[config.mk]
export PLATFORM = sky130hd
export DESIGN_NAME = scge_ctrl
export DESIGN_NICKNAME = d
export VERILOG_FILES = /design/src/sv/scge_pkg.sv /design/src/sv/scge_ctrl.sv
export SDC_FILE = /design/constraint.sdc
export NUM_CORES = 1
export LEC_CHECK = 0
export ABC_CLOCK_PERIOD_IN_PS = 2100
export BUFFER_PORTS_ARGS = -buffer_cell sky130_fd_sc_hd__buf_2
export CORE_MARGIN = 4
export CORE_UTILIZATION = 43
export DETAILED_ROUTE_END_ITERATION = 8
export GPL_TIMING_DRIVEN = 0
export PLACE_DENSITY = 0.91
export SYNTH_ARGS = -nofsm -noshare
export SYNTH_HDL_FRONTEND = slang
export SYNTH_SLANG_ARGS = --single-unit
[constraint.sdc]
create_clock -name clk_i -period 2.1 [get_ports clk_i]
set_input_delay 0.315 -clock clk_i [delete_from_list [all_inputs] [get_ports clk_i]]
set_output_delay 0.315 -clock clk_i [all_outputs]
set_load 0.005 [all_outputs]
[src/sv/scge_pkg.sv]
package scge_pkg;
  localparam int unsigned NItems = 64;
  localparam int unsigned IdxW = 6;
  localparam int unsigned KAddrW = 12;
  localparam int unsigned SumW = 22;
  localparam int unsigned AlphaW = 17;
  localparam int unsigned ResW = 40;

  localparam logic [2:0] ReqWrite = 3'd0;
  localparam logic [2:0] ReqClear = 3'd1;
  localparam logic [2:0] ReqAdd = 3'd2;
  localparam logic [2:0] ReqRemove = 3'd3;
  localparam logic [2:0] ReqAddGain = 3'd4;
  localparam logic [2:0] ReqRemGain = 3'd5;
  localparam logic [2:0] ReqEval = 3'd6;

  typedef struct packed {
    logic           start;
    logic [2:0]     op;
    logic [IdxW-1:0] col;
    logic [IdxW-1:0] row;
    logic [15:0]    val;
  } scge_cmd_t;

  typedef struct packed {
    logic           done;
    logic           busy;
    logic [ResW-1:0] result;
    logic           status;
  } scge_sts_t;
endpackage

[src/sv/scge_ctrl.sv]
module scge_ctrl import scge_pkg::*; (
  input  logic            clk_i,
  input  logic            rst_ni,
  input  logic            in_valid_i,
  output logic            in_ready_o,
  input  logic [2:0]      req_type_i,
  input  logic [IdxW-1:0] element_index_i,
  input  logic [IdxW-1:0] kernel_row_i,
  input  logic [15:0]     kernel_value_i,
  output logic            out_valid_o,
  input  logic            out_ready_i,
  output logic [ResW-1:0] result_value_o,
  output logic            status_o,
  output scge_cmd_t       cmd_o,
  input  scge_sts_t       sts_i
);
  localparam logic [1:0] StIdle = 2'd0;
  localparam logic [1:0] StRun = 2'd1;
  localparam logic [1:0] StOut = 2'd2;

  logic [1:0] state_q, state_d;
  logic [ResW-1:0] res_q;
  logic st_q;
  logic acc;

  assign in_ready_o = (state_q == StIdle) && !sts_i.busy;
  assign acc = in_valid_i && in_ready_o;
  assign out_valid_o = (state_q == StOut);
  assign result_value_o = res_q;
  assign status_o = st_q;

  assign cmd_o.start = acc;
  assign cmd_o.op = req_type_i;
  assign cmd_o.col = element_index_i;
  assign cmd_o.row = kernel_row_i;
  assign cmd_o.val = kernel_value_i;

  always_comb begin
    state_d = state_q;
    case (state_q)
      StIdle: if (acc) state_d = StRun;
      StRun: if (sts_i.done) state_d = StOut;
      StOut: if (out_ready_i) state_d = StIdle;
      default: state_d = StIdle;
    endcase
  end

  always_ff @(posedge clk_i or negedge rst_ni) begin
    if (!rst_ni) begin
      state_q <= StIdle;
      res_q <= '0;
      st_q <= 1'b0;
    end else begin
      state_q <= state_d;
      if (state_q == StRun && sts_i.done) begin
        res_q <= sts_i.result;
        st_q <= sts_i.status;
      end
    end
  end
endmodule

**Word level (Yosys, flattened, before mapping)**

Cells that the tools add are included.

- Output and inout port bits: 75
- Input port bits: 78
- Flip-flop bits (word level): 43
- Word-level logic and storage cells: 18

- Equal/unequal tests: 5
- Mux-type cells: 4
- Reductions and logical operators: 6

Operator list:

| kind | number |
|---|---|
| $mux 2 | 3 |
| $pmux 2 s3 | 1 |
| $ne 2x2->1 const B | 2 |
| $logic_and 1x1->1 | 3 |
| $reduce_and 3->1 | 1 |
| $eq 2x1->1 const B | 1 |
| $eq 2x2->1 const B | 1 |
| $logic_not 2->1 | 1 |
| $ne 2x1->1 const B | 1 |
| $logic_not 1->1 | 1 |

**Longest topological paths before layout**

Gate-level depths: netlist of run 1.

- Depth after elaboration: 5
- Gate-level depth with buffers: 3
- Depth with buffers taken out: 2

**Worst setup path after synthesis of run 1**

Ideal clock, no wire load.

- Path type: register to register
- Start: reg state_q[1]
- End: reg res_q[0], in the netlist result_value_o[0]
- Library setup time: 0.125 ns
- Period minus slack after synthesis: 1.178 ns
- Stages on the path, launching flop included: 4
- Required time: 1.975 ns
- Data arrival time: 1.052 ns
- Slack: 0.922 ns
- Cells stage by stage: dfrtp_1 -> nand3b_4 -> buf_6 -> mux2_4

- Longest elaborated chain between the ends: 2

RTL lines:

| element | RTL line | RTL |
|---|---|---|
| start: declaration | scge_ctrl.sv:21 | `logic [1:0] state_q, state_d;` |
| start signal: assignment | scge_ctrl.sv:50 | `state_q <= StIdle;` |
| start signal: assignment | scge_ctrl.sv:54 | `state_q <= state_d;` |
| $eq 2x1->1 | scge_ctrl.sv:55 | `if (state_q == StRun && sts_i.done) begin` |
| $logic_and 1x1->1 | scge_ctrl.sv:55 |  |
| end signal: assignment | scge_ctrl.sv:56 | `res_q <= sts_i.result;` |
| end: declaration | scge_ctrl.sv:22 | `logic [ResW-1:0] res_q;` |

No other way between the ends.
A chain may end at the register's enable or synchronous reset.

**Worst setup path after layout of run 1**

- Start: reg state_q[0]
- End: out cmd_o[31] in the netlist's numbering

- Longest elaborated chain between the ends: 3

RTL lines:

| element | RTL line | RTL |
|---|---|---|
| $logic_not 2->1 | scge_ctrl.sv:26 | `assign in_ready_o = (state_q == StIdle) && !sts_i.busy;` |
| $logic_and 1x1->1 | scge_ctrl.sv:26 |  |
| $logic_and 1x1->1 | scge_ctrl.sv:27 | `assign acc = in_valid_i && in_ready_o;` |
| end: declaration | scge_ctrl.sv:14 | `output scge_cmd_t cmd_o,` |

No other way between the ends.

==> flow_summary.toml, run 1 <==
[run_status]
status = "completed"

[timing]
min_period_ns = 1.69
finalHoldViolCount = 0
slew_violations = 0
timing.final.crit_share = 0.804
clock.fmax_ghz = 0.592
relSlewSlack = 0.384
worst_pin_slew_ns = 0.924
clock_skew_ns = 0.00190
setup_viol = 0
tns_ns = 0
worst_slack_ns = 0.412
grt_setup_unrepaired = "false"

[detailed_routing]
drt-initial-drc-count = 17
dr.pass1.iters = 3
wl_mm = 4.67
vias_per_cell = 4.66
wl_per_cell_um = 15.1
antenna_left = 0
vias = 1444
drc = 0

[synthesis]
synth_top_area_share = 0.528
synth_top_cell_by_area = "dfrtp_1"
yosys_warnings = 0
synthesis.area_mm2 = 0.00204
seq_area_frac_synth = 0.528
ys_top_cells_by_area = "dfrtp_1, mux2_4, buf_4"
syn-num-nets = 207
avgSynthCellArea_um2 = 15.8
ys_seq_elements = 43
ys_types = 13
netlist_instances = 129

[grt]
grt-busiest-layer = "met2"
grt_pass1_vias = 1618
antenna_found_initial = 0
use_met1 = 0.188
gr-usage-met2 = 0.289
grt_max_degree = 44
gr-total-overflow = 0
grt_pass1_wl_mm = 7.71
grtUsageMet3 = 0.0562
grt_use_total = 0.167

[place]
dpl.cell_count = 302
io_buffers = 121
pre_cts_slack_ns = 0.729
dpl.hpwl_mm = 3.79
globalplace.congestion = 0.683

[cells_and_area]
syn_to_final_growth_pct = 37.8
fill_cells = 326
mostFrequentLayoutCell = "buf_2"
diodes = 0
layout_common_cells = "buf_2, dfrtp_1, mux2_4, buf_4, clkbuf_8"
fin_cells = 310
drive_gt1_frac = 0.802
nNetsFinal = 335
post-route-util = 0.628

[clocking]
cts_buffers = 5
holdBufCountCts = 0
clock_path_buffers = 2
clockRootBuffer = "clkbuf_8"
post-cts-setup-buffers = 0
path_clk_slew_ns = 0.07
postCtsResizedCells = 0
cts_num_sinks = 43
clk_latency_ns = 0.29
cts_tree = "done"
cts_max_level = 2

[critical_path]
worstPathArrival_ns = 1.37
r2r_slack_ns = 0.84
critPathKind = "reg2out"
reg2reg_from = "state_q[1]"
reg2reg_to = "result_value_o[2]"
worstPathMaxFanout = 6
start_kind = "flop"
required_ns = 1.78
end_kind = "output pin"
rr_worst_depth = 3

[floorplan]
die_x_um = 76.8
die_y_um = 76.8
core-area_mm2 = 0.00447
initial_core_util = 0.456
core.rowCount = 24
dieArea_mm2 = 0.00591
ioPinCount = 153

[job]
drv_cap = 0

[pwr]
total_leakage_power_nw = 1.64
finalPower_mw = 3.36
vdd_drop_max_mv = 0.561
p_per_area_mw_per_mm2 = 1200

[min_path]
hold_path_class = "in2async"
worst max-delay path by stage:
stage	start	endpoint	slack, ns	depth (start not counted)
final	state_q[0]	cmd_o[31]	0.41	3
after global routing	state_q[0]	cmd_o[31]	0.27	3
after CTS	state_q[0]	cmd_o[31]	0.40	3
after detailed placement	state_q[0]	cmd_o[31]	0.73	3
after global placement	state_q[0]	cmd_o[31]	0.81	3
after floorplan	state_q[1]	result_value_o[0]	0.92	3
metrics by stage:
step           instance area [um^2]  hold slack (ns)
2_1_floorplan                  2040           0.0194
4_1_cts                        2810            0.195
6_report                       2810            0.161
3_5_place_dp                   2710            0.487
3_3_place_gp                   2710            0.482
5_1_grt                        2810            0.229
worst max-delay path, stage by stage (launching register included):
cell	delay (ns)
dfrtp_1	0.45
nor4b_1	0.37
buf_4	0.16
buf_2	0.10
cell usage after synthesis, drive strengths merged:
library cell / count
or3b: 1
nor3: 1
nor4b: 1
buf: 36
mux2: 41
nand2b: 2
nand3b: 1
o21ai: 1
inv: 1
a21oi: 1
dfrtp: 43
layout make-up:
cell class	instances	area [um^2]	share of cell area
multi-input cells	49	673	0.240
inverters	1	3.75	0.00134
flip-flops and latches	43	1080	0.383
plain buffers	36	285	0.102
clock buffers	8	100	0.0356
repair buffers	121	606	0.216
well taps	52	65.1	0.0232
where the power goes:
part,internal (mW),switching [mW]
Clock,0.300,0.260
Sequential,1.24,0.217
Combinational,0.908,0.438
routing by layer:
layer | up-vias | share of wire
li1 | 656 | -
met1 | 682 | 0.38
met2 | 101 | 0.50
met3 | 5 | 0.10
met4 | 0 | 0.013
met5 | - | 0
logic make-up (layout without fill, tap and decap cells):
| kind of cell | count (synthesis) | after routing | synth area share |
|---|---|---|---|
| buf+inv | 37 | 166 | 0.142 |
| simple gates | 6 | 6 | 0.0270 |
| flops | 43 | 43 | 0.528 |
| compound gates | 2 | 2 | 0.00491 |
| mux | 41 | 41 | 0.298 |
state kept, by name (all words and copies together), names as in the netlist:
| signal | cells |
|---|---|
| result_value_o | 40 |
| state_q | 2 |
| status_o | 1 |
No activity file was read; power rests on OpenSTA's default activity.
==> run 2: changes to the inputs <==
ABC_CLOCK_PERIOD_IN_PS = 1700   (was 2100)
CORE_UTILIZATION = 40   (was 43)
PLACE_DENSITY = 0.86   (was 0.91)
clock period = 1.7 ns   (was 2.1 ns; I/O delays follow)
==> flow_summary.toml, run 2 (same netlist as run 1, synthesis figures left out) <==
[run_status]
status = "completed"

[detailed_routing]
wl_per_cell_um = 15.4
drt-initial-drc-count = 16
vias_per_cell = 4.43
drc = 0
wl_mm = 4.98
vias = 1436
antenna_left = 0
dr.pass1.iters = 3

[cells_and_area]
post-route-util = 0.589
fin_cells = 324
drive_gt1_frac = 0.805
multiInputGateArea_um2 = 679
syn_to_final_growth_pct = 39.2
fill_cells = 418
mostFrequentLayoutCell = "buf_2"
nNetsFinal = 335
layout_common_cells = "buf_2, dfrtp_1, mux2_4, buf_4, clkbuf_8"
diodes = 0
seqCellArea_mm2 = 0.00108
largest_reg_flops = 40

[timing]
clock_skew_ns = 0.0103
slew_violations = 0
relSlewSlack = 0.385
min_period_ns = 1.55
tns_ns = 0
hold_ws_ns = 0.104
finalHoldViolCount = 0
clock.fmax_ghz = 0.645
setup_viol = 0
timing.final.crit_share = 0.912
grt_setup_unrepaired = "false"
worst_pin_slew_ns = 0.923

[floorplan]
core-area_mm2 = 0.00482
core.rowCount = 25
initial_core_util = 0.423
ioPinCount = 153
dieArea_mm2 = 0.00630
die_x_um = 79.4
die_y_um = 79.4

[grt]
grt_use_total = 0.154
gr-total-overflow = 0
grt_pass1_wl_mm = 7.49
grt_pass1_vias = 1612
grt_max_degree = 44
antenna_found_initial = 0

[clocking]
cts_tree = "done"
clockRootBuffer = "clkbuf_8"
path_clk_slew_ns = 0.08
cts_buffers = 5
cts_max_level = 2
clk_latency_ns = 0.29
clock_path_buffers = 2
cts_num_sinks = 43

[critical_path]
end_kind = "output pin"
worstPathMaxFanout = 6
rr_worst_depth = 3
start_kind = "flop"
critPathKind = "reg2out"
required_ns = 1.44
worstPathArrival_ns = 1.30

[job]
drv_cap = 0

[pwr]
total_leakage_power_nw = 1.64
p_per_area_mw_per_mm2 = 1490
vdd_drop_max_mv = 0.804
finalPower_mw = 4.21

[place]
globalplace.congestion = 0.709
dpl.hpwl_mm = 4.03
dpl.cell_count = 317
io_buffers = 121

[min_path]
hold_path_class = "in2async"
## run 2: cell count changes in the layout (fill, tap and decap cells not counted), sizes merged
cell    change
clkbuf      -2
bufinv      +1
## run 2: repair_timing
item,CTS,global route
setup buffers,0,0
hold buffers,0,0
resized for setup,0,1
setup endpoints to repair,0,1
## run 2: layout make-up
class | instances | area share
tap | 67 | 0.0296
timing repair buffer | 121 | 0.213
inverter | 1 | 0.00132
clock buffer | 6 | 0.0256
clock inverter | 1 | 0.0106
sequential | 43 | 0.379
multi-input combinational | 49 | 0.240
buffer | 36 | 0.101
## run 2: critical path: stages (launching register included)
cell     delay, ns
dfrtp_1       0.47
nor4b_2       0.31
buf_4         0.14
buf_2         0.09
## run 2: stage by stage
| stage | instance area, um^2 | worst slack, ns |
|---|---|---|
| 5_1_grt | 2840 | 0.0756 |
| 2_1_floorplan | 2040 | 0.522 |
| 3_3_place_gp | 2730 | 0.445 |
| 4_1_cts | 2830 | 0.0658 |
| 3_5_place_dp | 2730 | 0.391 |
| 6_report | 2840 | 0.150 |
## run 2: path summary, 6_finish.rpt
path	startpoint	slack [ns]	to
max in group asynchronous	rst_ni	1.02	result_value_o[6]
min in group clk_i	sts_i[25]	0.19	result_value_o[24]
hold reg to reg	result_value_o[13]	0.51	result_value_o[13]
setup reg to reg	state_q[1]	0.41	result_value_o[5]
hold / removal	rst_ni	0.10	result_value_o[35]
setup / recovery	state_q[0]	0.15	cmd_o[31]
## run 2: metal layers
layer	share of wire	track usage	vias up	wire length (um)
met4	0.0076	0.0361	0	38
met5	0	0	-	0
met3	0.10	0.0497	4	503
li1	-	-	661	-
met2	0.52	0.287	109	2590
met1	0.37	0.169	662	1850
## run 2: power breakdown
group | leakage [nW] | total [mW] | switching, mW | internal [mW]
logic | 1.08 | 1.66 | 0.536 | 1.12
registers | 0.513 | 1.81 | 0.281 | 1.53
clock network | 0.0513 | 0.749 | 0.318 | 0.431
